[src/design/msp_pkg.sv]
package msp_pkg;

    localparam int AddrW = 5;

    localparam logic [11:0] TargetMax   = 12'd2700;
    localparam logic [11:0] TargetReset = 12'd2000;
    localparam logic signed [10:0] GainPropReset  = 11'sd3;
    localparam logic signed [10:0] GainIntegReset = 11'sd0;
    localparam logic signed [10:0] GainDerivReset = 11'sd0;
    localparam logic [14:0] WindupReset = 15'd250;
    localparam logic [15:0] DampReset   = 16'd100;
    localparam logic [15:0] LevelReset  = 16'h8000;
    localparam logic [15:0] LevelMax    = 16'hFFFF;
    localparam logic [30:0] RecipFive   = 31'h6666_6667;

    typedef enum logic [2:0] {
        REG_TARGET = 3'd0,
        REG_GAIN_P = 3'd1,
        REG_GAIN_I = 3'd2,
        REG_GAIN_D = 3'd3,
        REG_WINDUP = 3'd4,
        REG_DAMP   = 3'd5
    } reg_idx_t;

    typedef struct packed {
        logic [11:0]        target_speed;
        logic signed [10:0] gain_prop;
        logic signed [10:0] gain_integ;
        logic signed [10:0] gain_deriv;
        logic [14:0]        windup_limit;
        logic [15:0]        damp_threshold;
    } cfg_t;

endpackage

[src/design/msp_cfg.sv]
module msp_cfg (
    input  logic                       clk,
    input  logic                       rst_n,
    input  logic                       psel,
    input  logic                       penable,
    input  logic                       pwrite,
    input  logic [msp_pkg::AddrW-1:0]  paddr,
    input  logic [31:0]                pwdata,
    output logic [31:0]                prdata,
    output logic                       pready,
    output msp_pkg::cfg_t              cfg
);
    import msp_pkg::*;

    logic [11:0]        target_reg;
    logic signed [10:0] gain_p_reg;
    logic signed [10:0] gain_i_reg;
    logic signed [10:0] gain_d_reg;
    logic [14:0]        windup_reg;
    logic [15:0]        damp_reg;
    reg_idx_t           idx;
    logic               wr_en;

    assign idx    = reg_idx_t'(paddr[4:2]);
    assign wr_en  = psel && penable && pwrite;
    assign pready = 1'b1;

    always_ff @(posedge clk or negedge rst_n)
    begin
        if (!rst_n)
        begin
            target_reg <= TargetReset;
            gain_p_reg <= GainPropReset;
            gain_i_reg <= GainIntegReset;
            gain_d_reg <= GainDerivReset;
            windup_reg <= WindupReset;
            damp_reg   <= DampReset;
        end
        else if (wr_en)
        begin
            case (idx)
                REG_TARGET: target_reg <= (pwdata[11:0] > TargetMax) ? TargetMax : pwdata[11:0];
                REG_GAIN_P: gain_p_reg <= $signed(pwdata[10:0]);
                REG_GAIN_I: gain_i_reg <= $signed(pwdata[10:0]);
                REG_GAIN_D: gain_d_reg <= $signed(pwdata[10:0]);
                REG_WINDUP: windup_reg <= pwdata[14:0];
                REG_DAMP:   damp_reg   <= pwdata[15:0];
                default:    ;
            endcase
        end
    end

    always_comb
    begin
        case (idx)
            REG_TARGET: prdata = {20'd0, target_reg};
            REG_GAIN_P: prdata = 32'(gain_p_reg);
            REG_GAIN_I: prdata = 32'(gain_i_reg);
            REG_GAIN_D: prdata = 32'(gain_d_reg);
            REG_WINDUP: prdata = {17'd0, windup_reg};
            REG_DAMP:   prdata = {16'd0, damp_reg};
            default:    prdata = 32'd0;
        endcase
    end

    assign cfg.target_speed   = target_reg;
    assign cfg.gain_prop      = gain_p_reg;
    assign cfg.gain_integ     = gain_i_reg;
    assign cfg.gain_deriv     = gain_d_reg;
    assign cfg.windup_limit   = windup_reg;
    assign cfg.damp_threshold = damp_reg;

    a_target_range: assert property (@(posedge clk) disable iff (!rst_n)
        target_reg <= TargetMax)
        else $error("Stored target speed is above its maximum.");

endmodule

[config.mk]
export PLATFORM = sky130hd
export DESIGN_NAME = msp_cfg
export DESIGN_NICKNAME = d
export VERILOG_FILES = /design/src/design/msp_pkg.sv /design/src/design/msp_cfg.sv
export SDC_FILE = /design/constraint.sdc
export NUM_CORES = 1
export LEC_CHECK = 0
export BUFFER_PORTS_ARGS = -buffer_cell sky130_fd_sc_hd__clkbuf_2
export CAP_MARGIN = 20
export CORE_ASPECT_RATIO = 0.6
export CORE_MARGIN = 4
export CORE_UTILIZATION = 43
export DETAILED_ROUTE_END_ITERATION = 12
export PLACE_DENSITY = 0.72
export SETUP_SLACK_MARGIN = 0.15
export SLEW_MARGIN = 20
export SYNTH_ARGS = -nofsm -noshare
export SYNTH_HDL_FRONTEND = slang
export SYNTH_SLANG_ARGS = --single-unit
[constraint.sdc]
create_clock -name clk -period 2.6 [get_ports clk]
set_clock_uncertainty 0.2 [all_clocks]
set_input_delay 0.39 -clock clk [delete_from_list [all_inputs] [get_ports clk]]
set_output_delay 0.39 -clock clk [all_outputs]
set_load 0.02 [all_outputs]
==> results.md <==
### Outcome
* complete, but fails checks — run status
* hold timing — failing checks

### Layout
* 0 — number of antenna diodes
* 28.0% — area growth from synthesis to layout
* 471 — Final #Nets
* 16 — flip-flop count of the largest register, all copies and words added
* 63.1% — layout cells sized above 1
* 57.5% — post-layout util

### Power and ir drop
* 863 mW/mm² — P per Cell Area
* 33.1% — net switching share of the total power
* 38.3% — sequential cell fraction of total power
* 2.89 mW — Int Power
* 4.31 mW — total power
* 458 µV — highest ir drop seen on vdd
* 2.38 nW — leakage power figure
* 29.3% — Comb power frac
* 32.4% — fraction of power consumed by the clock network
* 1.42 mW — net switching power figure

### Setup path
* input port — Critical Path Start Type
* sky130_fd_sc_hd__clkbuf_2 — dominant cell type by count on the critical path
* 1480 ps — setup slack of the worst register-to-register path
* 6 — cell depth of the worst setup path
* 2 — number of cells traversed by the worst register-to-register path
* buffers and inverters — category of cells accounting for the largest share of critical-path delay
* paddr[4] — CP startpoint
* 2010 ps — Required @ worst endpoint
* 340 ps — delay of the slowest cell on the worst path
* 3 — number of buffer and inverter stages on the critical path
* target_reg[6] — Critical R2R Launch
* 19 — largest fanout on the critical path
* primary output — endpoint type of the worst setup path
* target_reg[6] — capture point of the worst reg-to-reg path
* clkbuf_2, buf_12, and2_1, a2bb2oi_1, o22ai_1, clkbuf_2 — cells along the critical path
* 1770 ps — WP data arrival
* sky130_fd_sc_hd__clkbuf_2 — Crit-path slowest cell
* in -> out — type of the setup path with the least slack
* prdata[11] — capturing instance or port of the critical path

### GRT
* 0 — number of antenna violations at the first check in global routing
* 0 — aggregate global routing overflow
* 21.3% — aggregate global-route resource usage
* 17000 µm — first-pass GRT wire length
* 3056 — number of global-route vias before repair
* 77 — largest net degree at the start of global routing

### Routing
* 200 — first-iteration detailed-routing DRC count
* 5 — detailed-routing iteration count for the pre-antenna-repair pass
* 0 — post-route DRC violation count
* 11100 µm — total length of routed wires
* 3092 — count of vias placed by the detailed router
* 0 — post-route antenna net violation count
* 20.3 µm — drt wl/cell
* 5.66 — per-cell via count in the routed design

### Floorplan
* 151 — boundary pin count
* 0.00869 mm² — standard cell core area
* 81.8 µm — y dimension of the die
* 131 µm — horizontal die dimension
* 44.9% — effective utilization at floorplan
* 26 — Row Count
* 0.0107 mm² — die outline area

### Synthesis
* 76 — Synth Register Bits
* 0 — number of enable-type register cells in the synthesized netlist
* 100% — Post-synth ARST share
* 306 — number of cells produced by synthesis
* 348 — nets in the synthesized netlist
* 0 — total of warnings raised by yosys
* 49.3% — sequential fraction of the synthesis area
* 0.00390 mm² — Cell Area, Synth
* sky130_fd_sc_hd__dfrtp_1 — main flop type after synthesis
* 12.7 µm² — average cell area after synthesis
* 43 — unique cell type count in the Yosys netlist

### Timing
* 90.9% — crit share post-route
* 2360 ps — clock period minus final worst setup slack
* false — unrepaired setup endpoints after global routing
* 35.4% — relative slew slack
* 0 ps — total negative slack
* 423 MHz — maximum operating frequency
* 3 — Final Hold Viols
* 0 — count of final setup violators
* -0.430 ps — Fin Hold WS
* 968 ps — measured slew at the worst slew-check pin
* 0 — max-slew violation count

### Clock network
* 9 — TritonCTS Buffers
* 330 ps — worst-skew pair later-pin latency
* 0 — cts hold-fix bufs
* 3 — maximum level of the CTS H-tree
* 2 — maximum number of buffers from clock root to sink
* 76 — clk sinks
* yes — TritonCTS clock tree
* sky130_fd_sc_hd__clkbuf_16 — Clock Root Buffer
* 50 ps — clock-pin transition on the worst setup and hold timing paths

### Min path
* in -> async — min-delay worst type

### Placement
* 0.879 — final RePlAce weighted congestion
* 8190 µm — HPWL after DPL
* 131 — # port buffers

### Run
* 0 — max cap viols

[what timing repair did]
action,in CTS,in global routing
resized for setup,0,1
endpoints found under the hold margin,0,0
endpoints found under the setup margin,0,1
buffers inserted,0,0
[routing by layer]
| layer | wire length, µm | track usage [%] | vias up |
|---|---|---|---|
| li1 | - | - | 1384 |
| met1 | 5260 | 31.4 | 1554 |
| met2 | 4710 | 29.4 | 144 |
| met3 | 1020 | 7.21 | 10 |
| met4 | 110 | 6.47 | 0 |
| met5 | 0 | 0 | - |
[worst min path at each step]
stage	to	startpoint	cells past startpoint	slack [ps]
4_1_cts	damp_reg[13]	rst_n	1	40
6_report	windup_reg[14]	rst_n	1	-0.4
5_1_grt	damp_reg[13]	rst_n	1	80
3_5_place_dp	target_reg[10]	target_reg[10]	2	310
2_1_floorplan	damp_reg[0]	rst_n	0	-110
3_3_place_gp	gain_i_reg[3]	gain_i_reg[3]	1	300
[worst register-to-register path, stage by stage (launching register included)]
cell and delay (ps):
sky130_fd_sc_hd__dfstp_2 550, sky130_fd_sc_hd__o21ai_0 80, sky130_fd_sc_hd__a32oi_1 200
[cell families (layout without fill, tap and decap cells)]
kind of cell / Yosys count / in the layout / synth area share (%)
AO/OA/AOI/OAI: 62 / 62 / 11.7
AND/OR/NAND/NOR: 35 / 35 / 5.87
other: 1 / 1 / 0.0961
multiplexers: 91 / 91 / 26.6
flip-flops: 76 / 76 / 49.3
buffers and inverters: 41 / 169 / 6.48
[synthesized netlist by cell type, types with 2 or more instances]
cell                        count  share of area, %
sky130_fd_sc_hd__mux2_2        79                23
sky130_fd_sc_hd__dfrtp_1       59                38
sky130_fd_sc_hd__buf_4         22               4.2
sky130_fd_sc_hd__dfstp_2       17                11
sky130_fd_sc_hd__a22oi_1       15               2.9
sky130_fd_sc_hd__o21ai_0       14               1.8
sky130_fd_sc_hd__o22ai_1       14               2.2
sky130_fd_sc_hd__mux2i_1        9               2.3
sky130_fd_sc_hd__nand3_1        9               1.2
sky130_fd_sc_hd__buf_2          7              0.90
sky130_fd_sc_hd__clkbuf_1       5              0.48
sky130_fd_sc_hd__inv_1          5              0.48
sky130_fd_sc_hd__nor2_1         5              0.48
sky130_fd_sc_hd__a2bb2oi_1      4              0.90
sky130_fd_sc_hd__a32oi_1        4              0.90
sky130_fd_sc_hd__o311ai_1       4              0.90
sky130_fd_sc_hd__o31ai_1        3              0.58
sky130_fd_sc_hd__mux4_2         2               1.2
sky130_fd_sc_hd__nand2_1        2              0.19
sky130_fd_sc_hd__nand2b_1       2              0.32
sky130_fd_sc_hd__nand4_1        2              0.32
sky130_fd_sc_hd__nor2b_1        2              0.32
[metrics by stage]
stage	area [µm²]	setup slack [ps]	instances
2_1_floorplan	3910	285	306
3_3_place_gp	4650	314	530
3_5_place_dp	4650	277	530
4_1_cts	4990	222	546
5_1_grt	4990	164	546
6_report	4990	238	546
[power by group through the flow]
stage	logic, mW	registers, mW	clock network (mW)
3_5_place_dp	1.27	1.67	0
5_1_grt	1.36	1.68	1.48
6_report	1.26	1.65	1.40
3_3_place_gp	1.24	1.65	0
2_1_floorplan	0.540	1.92	0
4_1_cts	1.27	1.65	1.42
[final cells by class]
cell class              count  area [µm²]
fillers                   738        3690
flip-flops and latches     76        1920
multi-input cells         189        1740
repair buffers            148         836
clock buffers              13         270
well taps                 112         140
clock inverters             3        67.6
inverters                   5        18.8
[layout by cell type, fill, tap and decap left out, drive strengths merged, types with 2 or more instances in the layout]
cell       n
bufinv     2
mux2i      9
a22oi     15
a32oi      4
nand4      2
dfstp     17
nand2b     2
mux2      80
nor2       7
dfrtp     59
o31ai      3
clkbuf   143
mux4       2
nor2b      2
o22ai     14
buf       18
nand3     10
a2bb2oi    4
o311ai     4
nand2      2
o21ai     14
inv        5
(Power assumes the default switching activity.)
